--- config.mk ---
export PLATFORM = sky130hd
export DESIGN_NAME = kmp_stream_matcher
export DESIGN_NICKNAME = d
export VERILOG_FILES = /design/src/design/kmp_pkg.sv /design/src/design/kmp_ram.sv /design/src/design/kmp_out_stage.sv /design/src/design/kmp_stream_matcher.sv
export SDC_FILE = /design/constraint.sdc
export NUM_CORES = 1
export LEC_CHECK = 0
export BUFFER_PORTS_ARGS = -buffer_cell sky130_fd_sc_hd__clkbuf_2
export CAP_MARGIN = 20
export CORE_ASPECT_RATIO = 1.5
export CORE_MARGIN = 2
export CORE_UTILIZATION = 50
export CTS_CLUSTER_SIZE = 30
export DETAILED_ROUTE_END_ITERATION = 10
export HOLD_SLACK_MARGIN = 0.06
export PLACE_DENSITY = 0.76
export RECOVER_POWER = 25
export SLEW_MARGIN = 40
export SYNTH_ARGS = -nofsm -noshare
export SYNTH_HDL_FRONTEND = slang
export SYNTH_SLANG_ARGS = --single-unit
--- constraint.sdc ---
create_clock -name clk -period 8.4 [get_ports clk]
set_input_delay 0.42 -clock clk [delete_from_list [all_inputs] [get_ports clk]]
set_output_delay 0.42 -clock clk [all_outputs]
set_load 0.02 [all_outputs]
--- src/design/kmp_pkg.sv ---
// kmp_pkg: shared types and codes for the streaming KMP matcher.
// No dependencies; imported by kmp_out_stage, kmp_stream_matcher and the bench.
`default_nettype none

package kmp_pkg;

    // Default sizing for the top level parameters
    localparam int PATTERN_MAX_DEF   = 64;
    localparam int POSITION_BITS_DEF = 32;

    // Action codes of an input word
    localparam logic ACT_PATTERN = 1'b0;
    localparam logic ACT_TEXT    = 1'b1;

    // Status codes of a result word
    localparam logic [1:0] STATUS_OK    = 2'd0;
    localparam logic [1:0] STATUS_DROP  = 2'd1;
    localparam logic [1:0] STATUS_EMPTY = 2'd2;

    typedef struct packed {
        logic       action;
        logic [7:0] data_byte;
        logic       first;
    } in_item_t;

    typedef struct packed {
        logic        found;
        logic [31:0] match_start;
        logic [1:0]  status;
    } out_item_t;

    // Sequencer states
    typedef enum logic [1:0] {
        ST_IDLE,
        ST_STEP,
        ST_EMIT
    } state_t;

endpackage

`default_nettype wire

--- src/design/kmp_ram.sv ---
// kmp_ram: single write port, single read port synchronous RAM.
// Read data is registered. No dependencies.
`default_nettype none

module kmp_ram #(
    parameter int WIDTH = 8,
    parameter int DEPTH = 64,
    parameter int ADDR_W = 6
) (
    input  wire logic              clk,
    input  wire logic              we,
    input  wire logic [ADDR_W-1:0] waddr,
    input  wire logic [WIDTH-1:0]  wdata,
    input  wire logic [ADDR_W-1:0] raddr,
    output logic      [WIDTH-1:0]  rdata
);

    logic [WIDTH-1:0] mem [DEPTH];

    // Write port
    always_ff @(posedge clk)
    begin
        if (we)
        begin
            mem[waddr] <= wdata;
        end
    end

    // Registered read port
    always_ff @(posedge clk)
    begin
        rdata <= mem[raddr];
    end

endmodule

`default_nettype wire

--- src/design/kmp_out_stage.sv ---
// kmp_out_stage: output register of the matcher's result channel.
// Depends on kmp_pkg for the result word type.
`default_nettype none

module kmp_out_stage
    import kmp_pkg::*;
(
    input  wire logic      clk,
    input  wire logic      rst_n,
    input  wire logic      load,
    input  wire out_item_t load_data,
    output logic           free,
    output logic           result_valid,
    input  wire logic      result_ready,
    output out_item_t      result
);

    logic      valid_reg, valid_next;
    out_item_t data_reg;

    // Slot can take a word when empty or when its word leaves this cycle
    assign free = !valid_reg || result_ready;

    always_comb
    begin
        valid_next = valid_reg;
        if (load)
        begin
            valid_next = 1'b1;
        end
        else if (result_ready)
        begin
            valid_next = 1'b0;
        end
    end

    always_ff @(posedge clk or negedge rst_n)
    begin
        if (!rst_n)
        begin
            valid_reg <= 1'b0;
        end
        else
        begin
            valid_reg <= valid_next;
        end
    end

    // Payload holds until replaced
    always_ff @(posedge clk)
    begin
        if (load)
        begin
            data_reg <= load_data;
        end
    end

    assign result_valid = valid_reg;
    assign result       = data_reg;

endmodule

`default_nettype wire

--- src/design/kmp_stream_matcher.sv ---
// kmp_stream_matcher: streaming Knuth-Morris-Pratt matcher, top level.
// Depends on kmp_pkg, kmp_ram (pattern and failure stores), kmp_out_stage.
`default_nettype none

// Channel   Signals                          Word
// input     item_valid, item_ready, item     action, data_byte, first
// output    result_valid, result_ready, ...  found, match_start, status
//
// A pattern or text word that walks the failure table goes from ST_IDLE to
// ST_STEP and stays there for each fallback step; the loop is one read of
// both stores a cycle. A dropped pattern word, a first pattern word or a text
// word with an empty pattern ends in ST_IDLE. One word is in work at a time.
// Reset clears lengths, position and the sequencer; the stores are not cleared.
// A result that finds the output register busy is parked until it drains.

module kmp_stream_matcher
    import kmp_pkg::*;
#(
    parameter int PATTERN_MAX   = PATTERN_MAX_DEF,
    parameter int POSITION_BITS = POSITION_BITS_DEF
) (
    input  wire logic      clk,
    input  wire logic      rst_n,
    input  wire logic      item_valid,
    output logic           item_ready,
    input  wire in_item_t  item,
    output logic           result_valid,
    input  wire logic      result_ready,
    output out_item_t      result
);

    localparam int LEN_W = $clog2(PATTERN_MAX + 1);
    localparam int IDX_W = (PATTERN_MAX > 1) ? $clog2(PATTERN_MAX) : 1;
    localparam int POS_W = POSITION_BITS;

    state_t state_reg, state_next;

    logic [LEN_W-1:0] plen_reg, plen_next;
    logic [LEN_W-1:0] border_reg, border_next;
    logic [LEN_W-1:0] matched_reg, matched_next;
    logic [LEN_W-1:0] k_reg, k_next;
    logic [POS_W-1:0] pos_reg, pos_next;
    logic [7:0]       byte_reg, byte_next;
    logic             action_reg, action_next;
    out_item_t        hold_reg, hold_next;

    logic accept;
    logic slot_free;
    logic out_load;
    out_item_t out_data;
    out_item_t res_now;

    // Accept-cycle view of the state after any clear by first
    logic [LEN_W-1:0] eff_plen, eff_border, eff_matched, k_start;
    logic [POS_W-1:0] eff_pos;
    logic             full, quick;

    // Loop step signals
    logic [7:0]       pat_rdata;
    logic [LEN_W-1:0] fail_rdata;
    logic             hit, step_done, finish, text_found;
    logic [LEN_W-1:0] k_fin, k_sel;
    logic [POS_W-1:0] start_full;

    // Store write port
    logic             wr_en;
    logic [LEN_W-1:0] wr_idx;
    logic [7:0]       wr_byte;
    logic [LEN_W-1:0] wr_fail;

    assign item_ready = (state_reg == ST_IDLE);
    assign accept     = item_valid && item_ready;

    // Apply the clear requested by first
    always_comb
    begin
        eff_plen    = plen_reg;
        eff_border  = border_reg;
        eff_matched = item.first ? '0 : matched_reg;
        eff_pos     = pos_reg;
        if (item.first && item.action == ACT_PATTERN)
        begin
            eff_plen   = '0;
            eff_border = '0;
        end
        if (item.first && item.action == ACT_TEXT)
        begin
            eff_pos = '0;
        end
        full = (eff_plen >= LEN_W'(PATTERN_MAX));
        if (item.action == ACT_PATTERN)
        begin
            k_start = eff_border;
            quick   = full || (eff_plen == '0);
        end
        else
        begin
            k_start = (eff_matched >= eff_plen) ? '0 : eff_matched;
            quick   = (eff_plen == '0);
        end
    end

    // Compare the stored byte against the word in work
    assign hit        = (pat_rdata == byte_reg);
    assign step_done  = hit || (k_reg == '0);
    assign k_fin      = hit ? (k_reg + LEN_W'(1)) : '0;
    assign text_found = (k_fin == plen_reg);
    assign start_full = pos_reg - POS_W'(plen_reg) + POS_W'(1);

    assign finish = (accept && quick) || (state_reg == ST_STEP && step_done);

    // Read address: start of the walk, or the fallback border
    assign k_sel = (state_reg == ST_IDLE) ? k_start : fail_rdata;

    // Next state
    always_comb
    begin
        state_next = state_reg;
        unique case (state_reg)
            ST_IDLE:
            begin
                if (accept)
                begin
                    if (!quick)
                    begin
                        state_next = ST_STEP;
                    end
                    else if (!slot_free)
                    begin
                        state_next = ST_EMIT;
                    end
                end
            end
            ST_STEP:
            begin
                if (step_done)
                begin
                    state_next = slot_free ? ST_IDLE : ST_EMIT;
                end
            end
            ST_EMIT:
            begin
                if (slot_free)
                begin
                    state_next = ST_IDLE;
                end
            end
            default:
            begin
                state_next = ST_IDLE;
            end
        endcase
    end

    // Result word of the item that finishes this cycle
    always_comb
    begin
        res_now = '{found: 1'b0, match_start: 32'd0, status: STATUS_OK};
        if (state_reg == ST_IDLE)
        begin
            if (item.action == ACT_PATTERN)
            begin
                res_now.status = full ? STATUS_DROP : STATUS_OK;
            end
            else
            begin
                res_now.status = STATUS_EMPTY;
            end
        end
        else if (action_reg == ACT_TEXT && text_found)
        begin
            res_now.found       = 1'b1;
            res_now.match_start = 32'(start_full);
        end
    end

    // Output register loading and parking
    always_comb
    begin
        out_load  = 1'b0;
        out_data  = res_now;
        hold_next = hold_reg;
        unique case (state_reg)
            ST_EMIT:
            begin
                out_load = slot_free;
                out_data = hold_reg;
            end
            ST_IDLE, ST_STEP:
            begin
                if (finish)
                begin
                    out_load = slot_free;
                    if (!slot_free)
                    begin
                        hold_next = res_now;
                    end
                end
            end
            default:
            begin
                out_load = 1'b0;
            end
        endcase
    end

    // Matcher state updates and store writes
    always_comb
    begin
        plen_next    = plen_reg;
        border_next  = border_reg;
        matched_next = matched_reg;
        pos_next     = pos_reg;
        k_next       = k_reg;
        byte_next    = byte_reg;
        action_next  = action_reg;
        wr_en        = 1'b0;
        wr_idx       = plen_reg;
        wr_byte      = byte_reg;
        wr_fail      = k_fin;
        if (accept)
        begin
            plen_next    = eff_plen;
            border_next  = eff_border;
            matched_next = eff_matched;
            pos_next     = eff_pos;
            k_next       = k_start;
            byte_next    = item.data_byte;
            action_next  = item.action;
            if (item.action == ACT_PATTERN && !full && eff_plen == '0)
            begin
                // First pattern byte: no border to walk
                wr_en       = 1'b1;
                wr_idx      = '0;
                wr_byte     = item.data_byte;
                wr_fail     = '0;
                plen_next   = LEN_W'(1);
                border_next = '0;
            end
            else if (item.action == ACT_TEXT && eff_plen == '0)
            begin
                matched_next = '0;
                pos_next     = eff_pos + POS_W'(1);
            end
        end
        else if (state_reg == ST_STEP)
        begin
            if (!step_done)
            begin
                // Fall back through the failure table
                k_next = fail_rdata;
            end
            else if (action_reg == ACT_PATTERN)
            begin
                wr_en       = 1'b1;
                border_next = k_fin;
                plen_next   = plen_reg + LEN_W'(1);
            end
            else
            begin
                // Continue with the overlap after a full match
                matched_next = text_found ? border_reg : k_fin;
                pos_next     = pos_reg + POS_W'(1);
            end
        end
    end

    always_ff @(posedge clk or negedge rst_n)
    begin
        if (!rst_n)
        begin
            state_reg   <= ST_IDLE;
            plen_reg    <= '0;
            border_reg  <= '0;
            matched_reg <= '0;
            pos_reg     <= '0;
        end
        else
        begin
            state_reg   <= state_next;
            plen_reg    <= plen_next;
            border_reg  <= border_next;
            matched_reg <= matched_next;
            pos_reg     <= pos_next;
        end
    end

    always_ff @(posedge clk)
    begin
        k_reg      <= k_next;
        byte_reg   <= byte_next;
        action_reg <= action_next;
        hold_reg   <= hold_next;
    end

    // Pattern bytes
    kmp_ram #(
        .WIDTH (8),
        .DEPTH (PATTERN_MAX),
        .ADDR_W(IDX_W)
    ) u_pattern_ram (
        .clk  (clk),
        .we   (wr_en),
        .waddr(IDX_W'(wr_idx)),
        .wdata(wr_byte),
        .raddr(IDX_W'(k_sel)),
        .rdata(pat_rdata)
    );

    // Border length of each pattern prefix
    kmp_ram #(
        .WIDTH (LEN_W),
        .DEPTH (PATTERN_MAX),
        .ADDR_W(IDX_W)
    ) u_failure_ram (
        .clk  (clk),
        .we   (wr_en),
        .waddr(IDX_W'(wr_idx)),
        .wdata(wr_fail),
        .raddr(IDX_W'(k_sel - LEN_W'(1))),
        .rdata(fail_rdata)
    );

    kmp_out_stage u_out_stage (
        .clk         (clk),
        .rst_n       (rst_n),
        .load        (out_load),
        .load_data   (out_data),
        .free        (slot_free),
        .result_valid(result_valid),
        .result_ready(result_ready),
        .result      (result)
    );

    // Walk index stays inside the stored pattern
    assert property (@(posedge clk) disable iff (!rst_n)
        state_reg == ST_STEP |-> k_reg < plen_reg)
        else $error("walk index past pattern end");

    // Matched length is a proper prefix or empty
    assert property (@(posedge clk) disable iff (!rst_n)
        (matched_reg < plen_reg) || (matched_reg == '0))
        else $error("matched length not a proper prefix");

    // Border is a proper prefix or empty
    assert property (@(posedge clk) disable iff (!rst_n)
        (border_reg < plen_reg) || (border_reg == '0))
        else $error("border length not a proper prefix");

    // Pattern length never passes capacity
    assert property (@(posedge clk) disable iff (!rst_n)
        plen_reg <= LEN_W'(PATTERN_MAX))
        else $error("pattern length past capacity");

    // A parked result drains as soon as the output is taken
    assert property (@(posedge clk) disable iff (!rst_n)
        (state_reg == ST_EMIT && result_ready) |=> state_reg == ST_IDLE)
        else $error("parked result not drained");

endmodule

`default_nettype wire

==> flow_summary.ini <==
[place]
place_congestion = 0.946
post-dp-hpwl_mm = 72.8
io_buffers = 50

[critical_path]
critical_path_depth = 10
reg2reg_from = state_reg[1]
cp_slowest_cell = clkbuf_1
crit_required_ns = 8.76
crit_buf_inv = 5
path_delay_family = buffers and inverters
startpoint = state_reg[1]
endpoint_kind = flip-flop
path_max_fanout = 47
path_class = flip-flop to flip-flop
cp_cell_sequence = or2_0 > inv_1 > nand2_1 > clkbuf_1 > inv_1 > clkbuf_1 > nand2b_1 > nand3_2 > nor2_1 > buf_4
arrival_ns = 7.19
cp-start-kind = flip-flop
critical-path-max-stage-delay_ns = 1.59
reg2reg_depth = 10

[timing]
slew-limit-headroom_pct = -131
holdWs_ns = 0.148
rsz0062_at_grt = false
worstMarginPinSlew_ns = 3.46
skew_ns = 0.0423
finalSetupViolations = 0
tns_ns = 0
min_period_ns = 6.83
fmax_ghz = 0.146
min_period_over_period_pct = 81.3
drv_slew = 239
finalHoldViolCount = 0

[die]
start_util_pct = 50.2
die_w_um = 255
pin_count = 51
core_area_mm2 = 0.0941
dieArea_mm2 = 0.0971
die_h_um = 381
rows = 138

[worst_hold_path]
worstHoldPathCells = 3
hold_class = input port to flip-flop
hold_path.startpoint = result_ready

[routing]
num_vias = 29018
drtPass1Iterations = 9
drtIter0Drc = 3558
wl_per_cell_um = 25.9
viasPerCell = 6.22
wl_mm = 121
route.detailed.drc = 0
drtAntennaViolNets = 0

[clock_network]
h-tree-depth = 3
clk-insertion-delay-late_ns = 0.72
cts.path.max_buffers = 3
clock-sinks = 1117
clk_pin_slew_ns = 0.07
cts_buffers = 95
cts_root_buf = clkbuf_16
cts_tree = built
postCtsSetupBuffers = 0

[final_layout]
top_register = u_pattern_ram.mem
nFillCells = 7101
drive_gt1_share_pct = 12.6
top_regs = u_pattern_ram.mem x512, u_failure_ram.mem x448
largest_reg_flops = 512
area_growth_pct = 11.3
layout.nets = 3421

[status]
violations = capacitance limit, slew limit
status = finished, violations left

[logic_synthesis]
synth_seq_area_share_pct = 70.1
synth_cell_types = 80
ys_ff_latch = 1117
synthArstFlopShare_pct = 5.01
synth_edf_count = 1046
syn-mean-instance-area_um2 = 14.4
postSynthCellCount = 3285
syn_nets = 3373
synth_ff_type = edfxtp_1
yosys_warnings = 0
netlist_area_mm2 = 0.0473

[global_route]
antenna_found_initial = 6
gr-total-overflow = 0
grt_usage_pct = 24.9
grt_first_pass_wirelength_mm = 178
grt_pass1_vias = 28775
grt_max_degree = 130

[power_and_ir_drop]
ir_drop_v = 0.000462
power.leakage_nw = 18.1
power_density_mw_per_mm2 = 340

[run]
maxCapViolCount = 5
==> cell families (layout without fill, tap and decap cells) <==
group | count (synthesis) | in the layout | share of synthesized area, %
AO/OA/AOI/OAI | 513 | 513 | 6.91
XOR/XNOR | 54 | 54 | 1.03
multiplexers | 225 | 225 | 7.75
flip-flops | 1117 | 1117 | 70.1
other | 0 | 1 | 0
adder cells (fa/ha/maj) | 74 | 74 | 1.97
AND/OR/NAND/NOR | 1060 | 1060 | 10.0
buffers and inverters | 242 | 365 | 2.25
==> synth_stat cells, drive strengths merged, types with 34 or more instances <==
master,instances,area [µm²]
edfxtp,1046,31400
nand2,557,2090
a21oi,164,828
nor2,160,603
nand3,125,641
mux4,112,2520
mux2i,106,1060
clkbuf,105,394
o21ai,105,548
buf,79,445
ha,73,913
inv,58,223
dfrtp,56,1400
and3,45,282
a31oi,41,257
nor2b,40,250
nor4,39,274
xnor2,34,305
==> path summary, 6_finish.rpt <==
path                                            end  slack (ns)
max in group asynchronous            matched_reg[4]        4.91
min                        u_out_stage.result_valid        0.15
max reg2reg                u_failure_ram.mem[49][0]        1.57
min reg2reg                             pos_reg[31]        0.51
min in group asynchronous  u_out_stage.result_valid        1.49
max                        u_failure_ram.mem[49][0]        1.57
==> report_power, final <==
part	leakage [nW]	switching (mW)	internal, mW
Combinational	5.86	4.36	2.32
Sequential	10.7	0.270	6.32
Clock	1.58	2.02	2.59
Total	18.1	6.65	11.2
==> layer usage <==
layer  vias up  routed length, µm  global-route usage, %
met5         -                 69                      0
met4        10               8500                   16.4
met3       414               9670                   4.58
met2      1571              61900                   42.6
met1     14461              41000                   28.5
li1      12562                  -                      -
==> cell usage in the layout, fill, tap and decap left out, drive strengths merged, types with 15 or more instances in the layout <==
cell	n
and2	19
o21ai	105
clkinv	38
inv	63
o22ai	31
dfrtp	56
nand3	125
dfxtp	15
a311oi	33
a21oi	164
xnor2	34
nor3	22
nor4	39
nand2	557
xor2	20
nor2	160
a211oi	33
mux4	112
mux2i	106
ha	73
buf	70
a21o	17
and3	45
bufinv	15
a31oi	41
clkbuf	167
edfxtp	1046
nor2b	40
==> worst min-delay path, cell delays in order <==
cell      delay (ns)
clkbuf_2        0.07
nand2b_1        0.22
nand2_1         0.08
==> per-stage QoR <==
step                      worst slack (ns)  cells  util [%]  instance area [µm²]  total power, mW
final                                 1.57   4669      55.9                52600             17.9
after global routing                  1.23   4669      55.9                52600             18.5
after CTS                             2.79   4667      56.0                52700             17.8
after detailed placement              2.43   4486      52.5                49400             13.3
after global placement                2.48   4482      52.2                49100             13.1
after floorplan                       3.44   3285         -                47300             11.1
==> final cells by class <==
class | count | area, µm² | area share [%]
Antenna cell | 1 | 2.50 | 0.00476
Clock buffer | 111 | 2480 | 4.72
Clock inverter | 61 | 759 | 1.44
Inverter | 58 | 230 | 0.438
Multi-Input combinational cell | 1926 | 13500 | 25.7
Sequential cell | 1117 | 33100 | 63.0
Tap cell | 1260 | 1580 | 3.00
Timing Repair Buffer | 135 | 911 | 1.73
==> repair_timing <==
action | in CTS | in global routing
hold endpoints to repair | 64 | 0
resized for setup | 0 | 0
hold buffers | 9 | 0
(Power assumes the default switching activity.)
